<file path="src/srri_pkg.sv">
`default_nettype none

package srri_pkg;

    localparam int unsigned MAX_RANGES_DEF = 16;
    localparam logic [31:0] IDLE_TIMEOUT_RST = 32'd30000;

    typedef enum logic [1:0] {
        K_OPEN  = 2'd0,
        K_RANGE = 2'd1,
        K_STEP  = 2'd2,
        K_SENT  = 2'd3
    } t_kind;

    typedef enum logic [2:0] {
        ST_OK       = 3'd0,
        ST_ISSUE    = 3'd1,
        ST_REJECTED = 3'd2,
        ST_TIMEOUT  = 3'd3,
        ST_COMPLETE = 3'd4,
        ST_FULL     = 3'd5,
        ST_INACTIVE = 3'd6
    } t_status;

    typedef struct packed {
        logic [7:0]  sender;
        logic [15:0] seq_from;
        logic [15:0] cursor;
        logic        exhausted;
    } t_range;

    typedef struct packed {
        logic    latch;
        logic    open;
        logic    refresh;
        logic    append;
        logic    clear;
        logic    scan_init;
        logic    advance;
        logic    issue;
        logic    finish;
        t_status status;
    } t_cmd;

    typedef struct packed {
        t_kind kind;
        logic  active;
        logic  peer_match;
        logic  timeout;
        logic  full;
        logic  cnt_zero;
        logic  live;
        logic  last_probe;
    } t_stat;

endpackage

`default_nettype wire

</file>
<file path="src/srri_ram.sv">
`default_nettype none

module srri_ram #(
    parameter int unsigned WIDTH  = 8,
    parameter int unsigned DEPTH  = 16,
    parameter int unsigned ADDR_W = (DEPTH > 1) ? $clog2(DEPTH) : 1
) (
    input  wire logic              i_clk,
    input  wire logic              i_we,
    input  wire logic [ADDR_W-1:0] i_waddr,
    input  wire logic [WIDTH-1:0]  i_wdata,
    input  wire logic [ADDR_W-1:0] i_raddr,
    output logic      [WIDTH-1:0]  o_rdata
);

    logic [WIDTH-1:0] r_mem [DEPTH];
    logic [WIDTH-1:0] r_rdata;

    always_ff @(posedge i_clk) begin
        if (i_we) begin
            r_mem[i_waddr] <= i_wdata;
        end
        r_rdata <= r_mem[i_raddr];
    end

    assign o_rdata = r_rdata;

endmodule

`default_nettype wire

</file>
<file path="src/srri_ctrl.sv">
`default_nettype none

module srri_ctrl (
    input  wire logic          i_clk,
    input  wire logic          i_rst_n,
    input  wire logic          i_start,
    input  wire srri_pkg::t_stat i_stat,
    output srri_pkg::t_cmd     o_cmd,
    output logic               o_busy
);

    typedef enum logic [1:0] {
        S_IDLE,
        S_EXEC,
        S_READ,
        S_CHECK
    } t_state;

    t_state r_state;
    t_state n_state;
    srri_pkg::t_cmd cmd;

    always_comb begin
        cmd        = '0;
        cmd.status = srri_pkg::ST_OK;
        n_state    = r_state;
        case (r_state)
            S_IDLE: begin
                if (i_start) begin
                    cmd.latch = 1'b1;
                    n_state   = S_EXEC;
                end
            end
            S_EXEC: begin
                n_state    = S_IDLE;
                cmd.finish = 1'b1;
                case (i_stat.kind)
                    srri_pkg::K_OPEN: begin
                        if (!i_stat.active) begin
                            cmd.open = 1'b1;
                        end else if (!i_stat.peer_match) begin
                            cmd.status = srri_pkg::ST_REJECTED;
                        end else begin
                            cmd.refresh = 1'b1;
                        end
                    end
                    srri_pkg::K_RANGE: begin
                        if (!i_stat.active) begin
                            cmd.status = srri_pkg::ST_INACTIVE;
                        end else if (!i_stat.peer_match) begin
                            cmd.status = srri_pkg::ST_REJECTED;
                        end else if (i_stat.full) begin
                            cmd.status = srri_pkg::ST_FULL;
                        end else begin
                            cmd.append = 1'b1;
                        end
                    end
                    srri_pkg::K_STEP: begin
                        if (!i_stat.active) begin
                            cmd.status = srri_pkg::ST_INACTIVE;
                        end else if (i_stat.timeout) begin
                            cmd.clear  = 1'b1;
                            cmd.status = srri_pkg::ST_TIMEOUT;
                        end else if (i_stat.cnt_zero) begin
                            cmd.clear  = 1'b1;
                            cmd.status = srri_pkg::ST_COMPLETE;
                        end else begin
                            cmd.finish    = 1'b0;
                            cmd.scan_init = 1'b1;
                            n_state       = S_READ;
                        end
                    end
                    srri_pkg::K_SENT: begin
                        if (!i_stat.active) begin
                            cmd.status = srri_pkg::ST_INACTIVE;
                        end else begin
                            cmd.refresh = 1'b1;
                        end
                    end
                    default: begin
                        cmd.status = srri_pkg::ST_INACTIVE;
                    end
                endcase
            end
            S_READ: begin
                n_state = S_CHECK;
            end
            S_CHECK: begin
                cmd.advance = 1'b1;
                if (i_stat.live) begin
                    cmd.issue  = 1'b1;
                    cmd.finish = 1'b1;
                    cmd.status = srri_pkg::ST_ISSUE;
                    n_state    = S_IDLE;
                end else if (i_stat.last_probe) begin
                    cmd.clear  = 1'b1;
                    cmd.finish = 1'b1;
                    cmd.status = srri_pkg::ST_COMPLETE;
                    n_state    = S_IDLE;
                end else begin
                    n_state = S_READ;
                end
            end
            default: begin
                n_state = S_IDLE;
            end
        endcase
    end

    always_ff @(posedge i_clk) begin
        if (!i_rst_n) begin
            r_state <= S_IDLE;
        end else begin
            r_state <= n_state;
        end
    end

    assign o_cmd  = cmd;
    assign o_busy = (r_state != S_IDLE);

endmodule

`default_nettype wire

</file>
<file path="src/srri_dp.sv">
`default_nettype none

module srri_dp #(
    parameter int unsigned MAX_RANGES = srri_pkg::MAX_RANGES_DEF
) (
    input  wire logic           i_clk,
    input  wire logic           i_rst_n,
    input  wire srri_pkg::t_cmd i_cmd,
    output srri_pkg::t_stat     o_stat,
    input  wire logic           i_cfg_we,
    input  wire logic [31:0]    i_cfg_wdata,
    input  wire logic [1:0]     i_kind,
    input  wire logic [7:0]     i_peer_id,
    input  wire logic [7:0]     i_range_sender,
    input  wire logic [15:0]    i_range_from,
    input  wire logic [15:0]    i_range_to,
    input  wire logic           i_first_range,
    input  wire logic [31:0]    i_now_ms,
    output logic                o_done,
    output logic [2:0]          o_status,
    output logic [7:0]          o_issue_sender,
    output logic [15:0]         o_issue_seq,
    output logic                o_session_active
);

    localparam int unsigned CNT_W = $clog2(MAX_RANGES + 1);
    localparam int unsigned IDX_W = (MAX_RANGES > 1) ? $clog2(MAX_RANGES) : 1;
    localparam int unsigned ENT_W = $bits(srri_pkg::t_range);

    // latched word
    srri_pkg::t_kind r_kind;
    logic [7:0]      r_peer;
    logic [7:0]      r_sender;
    logic [15:0]     r_from;
    logic [15:0]     r_to;
    logic            r_first;
    logic [31:0]     r_now;

    // session state
    logic             r_active;
    logic [7:0]       r_sess_peer;
    logic [CNT_W-1:0] r_count;
    logic [7:0]       r_rr;
    logic [IDX_W-1:0] r_idx;
    logic [CNT_W-1:0] r_tried;
    logic [31:0]      r_last;
    logic [31:0]      r_timeout;

    // result word
    logic                r_done;
    srri_pkg::t_status   r_status;
    logic [7:0]          r_isender;
    logic [15:0]         r_iseq;
    logic                r_out_act;

    srri_pkg::t_range rd_ent;
    srri_pkg::t_range wb_ent;
    srri_pkg::t_range new_ent;
    logic [ENT_W-1:0] ram_rdata;
    logic [ENT_W-1:0] ram_wdata;
    logic [IDX_W-1:0] ram_waddr;
    logic             ram_we;

    logic [CNT_W-1:0] cnt_eff;
    logic [CNT_W-1:0] idx_p1;
    logic [CNT_W-1:0] tried_p1;
    logic [IDX_W-1:0] n_idx;
    logic [7:0]       rr_p1;
    logic [31:0]      age;
    logic             n_active;

    assign rd_ent = srri_pkg::t_range'(ram_rdata);

    always_comb begin
        cnt_eff  = r_first ? '0 : r_count;
        age      = r_now - r_last;
        rr_p1    = r_rr + 8'd1;
        idx_p1   = CNT_W'(r_idx) + CNT_W'(1);
        tried_p1 = r_tried + CNT_W'(1);
        if (rr_p1 == 8'd0 || idx_p1 == r_count) begin
            n_idx = '0;
        end else begin
            n_idx = idx_p1[IDX_W-1:0];
        end

        wb_ent = rd_ent;
        if (rd_ent.cursor == 16'd0) begin
            wb_ent.exhausted = 1'b1;
        end else begin
            wb_ent.cursor = rd_ent.cursor - 16'd1;
        end

        new_ent.sender    = r_sender;
        new_ent.seq_from  = r_from;
        new_ent.cursor    = r_to;
        new_ent.exhausted = 1'b0;

        ram_we    = i_cmd.append | i_cmd.issue;
        ram_waddr = i_cmd.append ? cnt_eff[IDX_W-1:0] : r_idx;
        ram_wdata = i_cmd.append ? ENT_W'(new_ent) : ENT_W'(wb_ent);

        if (i_cmd.clear) begin
            n_active = 1'b0;
        end else if (i_cmd.open) begin
            n_active = 1'b1;
        end else begin
            n_active = r_active;
        end

        o_stat.kind       = r_kind;
        o_stat.active     = r_active;
        o_stat.peer_match = (r_peer == r_sess_peer);
        o_stat.timeout    = (age > r_timeout);
        o_stat.full       = (cnt_eff >= CNT_W'(MAX_RANGES));
        o_stat.cnt_zero   = (r_count == '0);
        o_stat.live       = !rd_ent.exhausted && (rd_ent.cursor >= rd_ent.seq_from);
        o_stat.last_probe = (tried_p1 == r_count);
    end

    srri_ram #(
        .WIDTH (ENT_W),
        .DEPTH (MAX_RANGES),
        .ADDR_W(IDX_W)
    ) u_table (
        .i_clk  (i_clk),
        .i_we   (ram_we),
        .i_waddr(ram_waddr),
        .i_wdata(ram_wdata),
        .i_raddr(r_idx),
        .o_rdata(ram_rdata)
    );

    always_ff @(posedge i_clk) begin
        if (i_cmd.latch) begin
            r_kind   <= srri_pkg::t_kind'(i_kind);
            r_peer   <= i_peer_id;
            r_sender <= i_range_sender;
            r_from   <= i_range_from;
            r_to     <= i_range_to;
            r_first  <= i_first_range;
            r_now    <= i_now_ms;
        end
        if (i_cmd.finish) begin
            r_status  <= i_cmd.status;
            r_out_act <= n_active;
            if (i_cmd.issue) begin
                r_isender <= rd_ent.sender;
                r_iseq    <= rd_ent.cursor;
            end else begin
                r_isender <= 8'd0;
                r_iseq    <= 16'd0;
            end
        end
    end

    always_ff @(posedge i_clk) begin
        if (!i_rst_n) begin
            r_active    <= 1'b0;
            r_sess_peer <= 8'd0;
            r_count     <= '0;
            r_rr        <= 8'd0;
            r_idx       <= '0;
            r_tried     <= '0;
            r_last      <= 32'd0;
            r_timeout   <= srri_pkg::IDLE_TIMEOUT_RST;
            r_done      <= 1'b0;
        end else begin
            r_done <= i_cmd.finish;
            if (i_cfg_we) begin
                r_timeout <= i_cfg_wdata;
            end
            if (i_cmd.scan_init) begin
                r_tried <= '0;
            end
            if (i_cmd.advance) begin
                r_rr    <= rr_p1;
                r_idx   <= n_idx;
                r_tried <= tried_p1;
            end
            if (i_cmd.refresh) begin
                r_last <= r_now;
            end
            if (i_cmd.append) begin
                r_count <= cnt_eff + CNT_W'(1);
                r_rr    <= 8'd0;
                r_idx   <= '0;
                r_last  <= r_now;
            end
            if (i_cmd.open) begin
                r_active    <= 1'b1;
                r_sess_peer <= r_peer;
                r_count     <= '0;
                r_rr        <= 8'd0;
                r_idx       <= '0;
                r_last      <= r_now;
            end
            if (i_cmd.clear) begin
                r_active    <= 1'b0;
                r_sess_peer <= 8'd0;
                r_count     <= '0;
                r_rr        <= 8'd0;
                r_idx       <= '0;
                r_last      <= 32'd0;
            end
        end
    end

    assign o_done           = r_done;
    assign o_status         = r_status;
    assign o_issue_sender   = r_isender;
    assign o_issue_seq      = r_iseq;
    assign o_session_active = r_out_act;

endmodule

`default_nettype wire

</file>
<file path="src/sync_range_round_robin_issuer_top.sv">
`default_nettype none

// Sync range issuer. A word is taken when i_start is high and o_busy is low;
// its one result appears on o_status, o_issue_sender, o_issue_seq and
// o_session_active for a single cycle marked by o_done. Open, add range and
// sent words, and a step that finds no session, times out or finds an empty
// table, are decided in S_EXEC. A step probes the range table one entry at a
// time through a single registered-read table memory, through S_READ and
// S_CHECK per entry, holding o_busy until it issues a live range or has
// probed every stored range. The receiver cannot stall: each result must be
// taken in its o_done cycle, and a new word may be started in that same
// cycle. The user must write the timeout register with i_cfg_we only while
// no word is in flight; the block itself does not enforce this.
module sync_range_round_robin_issuer_top #(
    parameter int unsigned MAX_RANGES = srri_pkg::MAX_RANGES_DEF
) (
    input  wire logic        i_clk,
    input  wire logic        i_rst_n,
    input  wire logic        i_start,
    output logic             o_busy,
    input  wire logic        i_cfg_we,
    input  wire logic [31:0] i_cfg_wdata,
    input  wire logic [1:0]  i_kind,
    input  wire logic [7:0]  i_peer_id,
    input  wire logic [7:0]  i_range_sender,
    input  wire logic [15:0] i_range_from,
    input  wire logic [15:0] i_range_to,
    input  wire logic        i_first_range,
    input  wire logic [31:0] i_now_ms,
    output logic             o_done,
    output logic [2:0]       o_status,
    output logic [7:0]       o_issue_sender,
    output logic [15:0]      o_issue_seq,
    output logic             o_session_active
);

    srri_pkg::t_cmd  cmd;
    srri_pkg::t_stat stat;

    srri_ctrl u_ctrl (
        .i_clk  (i_clk),
        .i_rst_n(i_rst_n),
        .i_start(i_start),
        .i_stat (stat),
        .o_cmd  (cmd),
        .o_busy (o_busy)
    );

    srri_dp #(
        .MAX_RANGES(MAX_RANGES)
    ) u_dp (
        .i_clk           (i_clk),
        .i_rst_n         (i_rst_n),
        .i_cmd           (cmd),
        .o_stat          (stat),
        .i_cfg_we        (i_cfg_we),
        .i_cfg_wdata     (i_cfg_wdata),
        .i_kind          (i_kind),
        .i_peer_id       (i_peer_id),
        .i_range_sender  (i_range_sender),
        .i_range_from    (i_range_from),
        .i_range_to      (i_range_to),
        .i_first_range   (i_first_range),
        .i_now_ms        (i_now_ms),
        .o_done          (o_done),
        .o_status        (o_status),
        .o_issue_sender  (o_issue_sender),
        .o_issue_seq     (o_issue_seq),
        .o_session_active(o_session_active)
    );

endmodule

`default_nettype wire
</file>
<file path="config.mk">
export PLATFORM = sky130hd
export DESIGN_NAME = sync_range_round_robin_issuer_top
export DESIGN_NICKNAME = d
export VERILOG_FILES = /design/src/srri_pkg.sv /design/src/srri_ram.sv /design/src/srri_ctrl.sv /design/src/srri_dp.sv /design/src/sync_range_round_robin_issuer_top.sv
export SDC_FILE = /design/constraint.sdc
export NUM_CORES = 1
export LEC_CHECK = 0
export ABC_AREA = 1
export BUFFER_PORTS_ARGS = -buffer_cell sky130_fd_sc_hd__buf_2
export CAP_MARGIN = 20
export CORE_ASPECT_RATIO = 0.9
export CORE_MARGIN = 2
export CORE_UTILIZATION = 40
export DETAILED_ROUTE_END_ITERATION = 12
export MAX_ROUTING_LAYER = met4
export PLACE_DENSITY = 0.59
export SLEW_MARGIN = 5
export SYNTH_ARGS = -nofsm -noshare
export SYNTH_HDL_FRONTEND = slang
export SYNTH_HIERARCHICAL = 1
export SYNTH_SLANG_ARGS = --single-unit
</file>
<file path="constraint.sdc">
create_clock -name i_clk -period 6.5 [get_ports i_clk]
set_clock_uncertainty 0.15 [all_clocks]
set_input_delay 1.3 -clock i_clk [delete_from_list [all_inputs] [get_ports i_clk]]
set_output_delay 1.3 -clock i_clk [all_outputs]
set_load 0.05 [all_outputs]
</file>
==> flow_metrics.tcl, run 1 <==
set metrics [dict create \
    route.detailed.drc 0 \
    ctsHoldBuffers 0 \
    cts_resized 0 \
    final_common_cell "nand2_1" \
    ys_seq_area_share_pct 63.0 \
    root_buffer "clkbuf_16" \
    setup_viol 0 \
    crit_path_frequent_cell "nand2_1" \
    worstHoldPathType "reg2reg" \
    cp_data_arrival_time_ns 5.78 \
    nNetsFinal 4554 \
    ys_types 50 \
    drt_iter0_markers 2450 \
    tns_ns 0 \
    final-hold-violation-count 0 \
    viasPerCell 4.91 \
    fin_util_pct 45.3 \
    preCtsSetupSlack_ns 1.08 \
    cp_slowest_cell "nor2_4" \
    place.gp.congestion 0.883 \
    dp_cells 5605 \
    max_stage_delay_ns 0.67 \
    cts_tree "done" \
    ys.warnings.count 6 \
    antenna_found_initial 0 \
    cp-end-kind "register" \
    multi_input_area_sq_um 11600 \
    ys_dominant_reg_cell "edfxtp_1" \
    cts_setup_buffers 0 \
    rows 111 \
    track_usage_pct 20.5 \
    cts.clk_slew.worst_paths_ns 0.06 \
    htree_levels 3 \
    clk_latency_ns 0.66 \
    postRouteAntennaNets 0 \
    wl_per_cell_um 18.3 \
    overflow 0 \
    power_mw 12.1 \
    hpwlAfterDp_mm 60.6 \
    max_cap_violations 0 \
    syn_inst 4211 \
    die-area_sq_um 105000 \
    clk_path_buf_depth 3 \
    grt_pass1_vias 26551 \
    ir_drop_mv 0.188 \
    dr.pass1.iters 6 \
    coreArea_sq_um 102000 \
    combPwrFrac_pct 4.4 \
    hold_depth 2 \
    crit_type "reg2reg" \
    required_ns 6.95 \
    area_delta_synth_final_pct 12.5 \
    finalNonFillerCells 5780 \
    share_seq_of_total_power_pct 52.5 \
    die_h_um 308 \
    cp-start-kind "register" \
    timing.slew.headroom_pct 31.7 \
    portBuffers 148 \
    grt_max_degree 156 \
    syn_nets 4420 \
    cts_buffers 92 \
    rsz0062_at_grt "false" \
    die_w_um 341 \
    p_int_mw 9.47 \
    synth_seq_cells 906 \
    seqCellArea_sq_um 25800 \
    status "finished, final reports clean" \
    final_cell_mix "1222 x nand2_1, 767 x edfxtp_1, 710 x inv_1" \
    fillers 9435 \
    p_sw_mw 2.58 \
    tightestPinTransition_ns 1.02 \
    switching_share_pct 21.4 \
    power.leakage_nw 19.5 \
    async_flop_share_pct 0 \
    drv_slew 0 \
    initial_core_util_pct 40.3 \
    ff2ff_path_depth 29 \
    layout_setup_ws_ns 1.17 \
    pwr-share-clk_pct 43.1 \
    period_share_pct 82.1 \
    layout-drive-gt1-share_pct 9.13 \
    via_count 28389 \
    syn_area_sq_um 41000 \
    p_per_area_nw_per_um2 261 \
    timing.fmax_mhz 187 \
    syn_avg_cell_area_sq_um 9.74 \
    path_max_fanout 33 \
    grt_pass1_wl_mm 160 \
    cts.sinks 906 \
    r2r_setup_slack_ns 1.17 \
    synth_edf_count 767 \
    pin_count 149 \
    routed_wl_mm 106 \
    fin_crit_ns 5.33 \
]
[layer usage]
layer / part of all wire, % / global-route usage [%] / vias to the layer above
li1: - / - / 13970
met1: 46 / 28.8 / 13337
met2: 44 / 30.7 / 923
met3: 7.1 / 3.41 / 159
met4: 2.5 / 5.91 / 0
met5: 0 / - / -
[registers in the layout, indices dropped and copies added, names as in the netlist, 16 cells and up]
register / count
u_dp/r_from: 16
u_dp/o_issue_seq: 16
u_dp/r_last: 32
u_dp/u_table/o_rdata: 41
u_dp/r_timeout: 32
u_dp/r_to: 16
u_dp/r_now: 32
u_dp/u_table/r_mem: 656
[layout make-up]
type	count	area share, %
flip-flops and latches	906	56.0
multi-input cells	2407	25.0
inverters	724	5.93
clock buffers	136	5.76
well taps	1356	3.68
repair buffers	214	2.96
clock inverters	36	0.656
diodes	1	0.00542
[kinds of logic after synthesis]
logic type,after synthesis,synth area share [%]
xor gates and xnor gates,43,0.918
and+or+nand+nor,1972,20.2
DFF,906,63.0
adders and majority gates,90,2.76
AOI/OAI and AO/OA,302,3.86
buffers and inverters,898,9.27
[path summary, 6_finish.rpt]
path / start / end
max: u_dp/r_now[2] / u_dp/r_rr[7]
min: u_dp/r_last[27] / u_dp/r_last[27]
max reg2reg: u_dp/r_now[2] / u_dp/r_rr[7]
min reg2reg: u_dp/r_last[27] / u_dp/r_last[27]
[cell usage after synthesis (3+ instances only)]
cell type | n | area (sq um)
buf_1 | 17 | 63.8
o21ai_1 | 5 | 25.0
nand4_1 | 19 | 119
edfxtp_1 | 767 | 23000
xor2_1 | 28 | 245
nand3_1 | 561 | 2810
a21oi_1 | 149 | 746
a31oi_1 | 6 | 37.5
o21ai_0 | 121 | 606
and2_1 | 4 | 25.0
ha_1 | 89 | 1110
buf_6 | 39 | 439
buf_2 | 70 | 350
nor3_1 | 15 | 75.1
inv_2 | 8 | 30.0
xnor2_1 | 15 | 131
nand3b_1 | 5 | 37.5
dfxtp_1 | 139 | 2780
o21bai_1 | 4 | 30.0
clkbuf_1 | 42 | 158
nor2_1 | 128 | 480
o211ai_1 | 4 | 30.0
inv_1 | 712 | 2670
buf_4 | 4 | 30.0
or2_2 | 3 | 18.8
nand2_1 | 1222 | 4590
a21oi_2 | 4 | 35.0
nand2_2 | 3 | 18.8
[worst max-delay path: cells and delay by family, from the launching register on]
family | cells | cell delay (ns)
DFF | 1 | 0.39
AOI/OAI and AO/OA | 6 | 1.08
buffers and inverters | 5 | 0.51
adders and majority gates | 2 | 0.67
and+or+nand+nor | 16 | 2.45
[per-stage QoR]
step / hold WS [ns] / instance area [sq um]
2_1_floorplan: 0.283 / 41000
3_3_place_gp: 0.291 / 43100
3_5_place_dp: 0.305 / 43100
4_1_cts: 0.312 / 46100
5_1_grt: 0.331 / 46100
6_report: 0.309 / 46100
[power by group through the flow]
stage / Clock [mW] / Combinational (mW) / Sequential, mW
2_1_floorplan: 0 / 0.325 / 6.47
3_3_place_gp: 0 / 0.525 / 6.45
3_5_place_dp: 0 / 0.529 / 6.45
4_1_cts: 5.32 / 0.532 / 6.32
5_1_grt: 5.54 / 0.598 / 6.33
6_report: 5.20 / 0.528 / 6.32
Power figures use the tool's default switching activity.
==> run 2, diff against run 1 <==
PLACE_DENSITY = 0.61   (was 0.59)
clock period = 4.9 ns   (was 6.5 ns; I/O delays follow)
==> run 2 against run 1 <==
Sequential share of layout area is 0.67 points lower. Cell count is 0.85% higher. Die area stayed put. Non-clock buffer count is 41 higher. Register-to-register slack worse by 0.86 ns. Count of clock-buffer cells in the layout is 6 higher. Clock power is 31% higher. Utilization is 0.55 points higher. Sequential power is 33% higher. Total power is 32% higher.
==> flow_metrics.tcl, run 2 (synthesis gave the netlist of run 1 again) <==
set metrics [dict create \
    final-hold-violation-count 0 \
    path_delay_family "simple AND/OR/NAND/NOR gates" \
    power.leakage_nw 19.7 \
    grt_pass1_vias 26820 \
    drt_iter0_markers 2850 \
    antenna_found_initial 5 \
    via_count 28899 \
    drv_slew 0 \
    cts.clk_slew.worst_paths_ns 0.06 \
    fin_util_pct 45.9 \
    grt_max_degree 206 \
    root_buffer "clkbuf_16" \
    preCtsSetupSlack_ns 0.244 \
    track_usage_pct 20.9 \
    path_buf_inv 8 \
    viasPerCell 4.96 \
    busiest_layer "met2" \
    clk_latency_ns 0.68 \
    max_stage_delay_ns 0.40 \
    layout-drive-gt1-share_pct 11.0 \
    tightestPinTransition_ns 1.07 \
    cts_buffers 94 \
    routed_wl_mm 108 \
    coreArea_sq_um 102000 \
    overflow 0 \
    area_delta_synth_final_pct 13.9 \
    cp-end-kind "register" \
    nNetsFinal 4597 \
    layout_setup_ws_ns 0.300 \
    finalNonFillerCells 5829 \
    rows 111 \
    pin_count 149 \
    cts_tree "done" \
    ctsHoldBuffers 0 \
    final_common_cell "nand2_1" \
    p_per_area_nw_per_um2 342 \
    place.gp.congestion 0.934 \
    cp-start-kind "register" \
    initial_core_util_pct 40.3 \
    route.detailed.drc 0 \
    portBuffers 148 \
    max_flop_register "u_dp/u_table/r_mem" \
    htree_levels 3 \
    hpwlAfterDp_mm 62.3 \
    crit_path_frequent_cell "nand2_1" \
    die_w_um 341 \
    use_met3_pct 3.29 \
    max_cap_violations 0 \
    final_cell_mix "1213 x nand2_1, 767 x edfxtp_1, 706 x inv_1" \
    grtUsageMet1_pct 29.3 \
    setup_viol 0 \
    clk_path_buf_depth 3 \
    cts.sinks 906 \
    crit_type "reg2reg" \
    dp_cells 5628 \
    path_max_fanout 6 \
    timing.slew.headroom_pct 28.8 \
    worstHoldPathType "reg2reg" \
    grt_use_met2_pct 31.3 \
    dr.pass1.iters 6 \
    ir_drop_mv 0.255 \
    fin_crit_ns 4.60 \
    tns_ns 0 \
    timing.fmax_mhz 217 \
    postRouteAntennaNets 0 \
    cp_slowest_cell "edfxtp_1" \
    die_h_um 308 \
    cp_data_arrival_time_ns 5.04 \
    die-area_sq_um 105000 \
    required_ns 5.34 \
    period_share_pct 93.9 \
    wl_per_cell_um 18.6 \
    largest_reg_flops 656 \
    grt_pass1_wl_mm 162 \
    status "finished, final reports clean" \
]
-- run 2: cell types whose count changed in the layout (fill, tap and decap cells not counted), sizes merged --
cell,delta
clkinv,+4
clkbuf,+6
inv,-2
buf,+41
bufinv,-3
diode,+2
clkinvlp,+1
-- run 2: path summary, 6_finish.rpt --
check | from | to | slack [ns] | cells past startpoint
min reg2reg | u_dp/r_last[26] | u_dp/r_last[26] | 0.30 | 2
max | u_dp/r_now[13] | u_dp/r_rr[2] | 0.30 | 31
min | u_dp/r_last[26] | u_dp/r_last[26] | 0.30 | 2
max reg2reg | u_dp/r_now[13] | u_dp/r_rr[2] | 0.30 | 31
-- run 2: per-stage QoR --
step	total power [mW]	instance area, sq um	hold WS [ns]
after floorplan	9.02	41000	0.283
after global placement	9.26	43300	0.291
after detailed placement	9.27	43400	0.302
after CTS	16.0	46300	0.280
after global routing	16.5	46700	0.290
final	16.0	46700	0.304
-- run 2: per-layer routing --
layer	share of wire [%]	wire length, um
met1	46	49600
met2	44	48200
met3	7.3	7870
met4	2.5	2700
met5	0	0
-- run 2: area by class of cell --
type,count,area (sq um)
Fill cell,9401,55100
Sequential cell,906,25800
Multi-Input combinational cell,2407,11800
Inverter,724,2740
Clock buffer,142,2620
Timing Repair Buffer,255,1720
Tap cell,1356,1700
Clock inverter,36,303
Antenna cell,3,7.51
-- run 2: report_power, final --
group | switching (mW) | internal (mW)
Clock | 3.00 | 3.79
Combinational | 0.491 | 0.284
Sequential | 0.0437 | 8.35
-- run 2: timing repair --
item | in CTS | in global routing
endpoints found under the hold margin | 0 | 0
setup buffers | 0 | 15
resized for setup | 0 | 71
endpoints found under the setup margin | 0 | 62
-- run 2: worst register-to-register path, delay by kind of cell, from the launching register on --
family,cells,cell delay [ns]
fa+ha+maj,2,0.61
flops,1,0.40
buf+inv,8,0.88
compound gates,5,0.64
simple gates,16,1.86
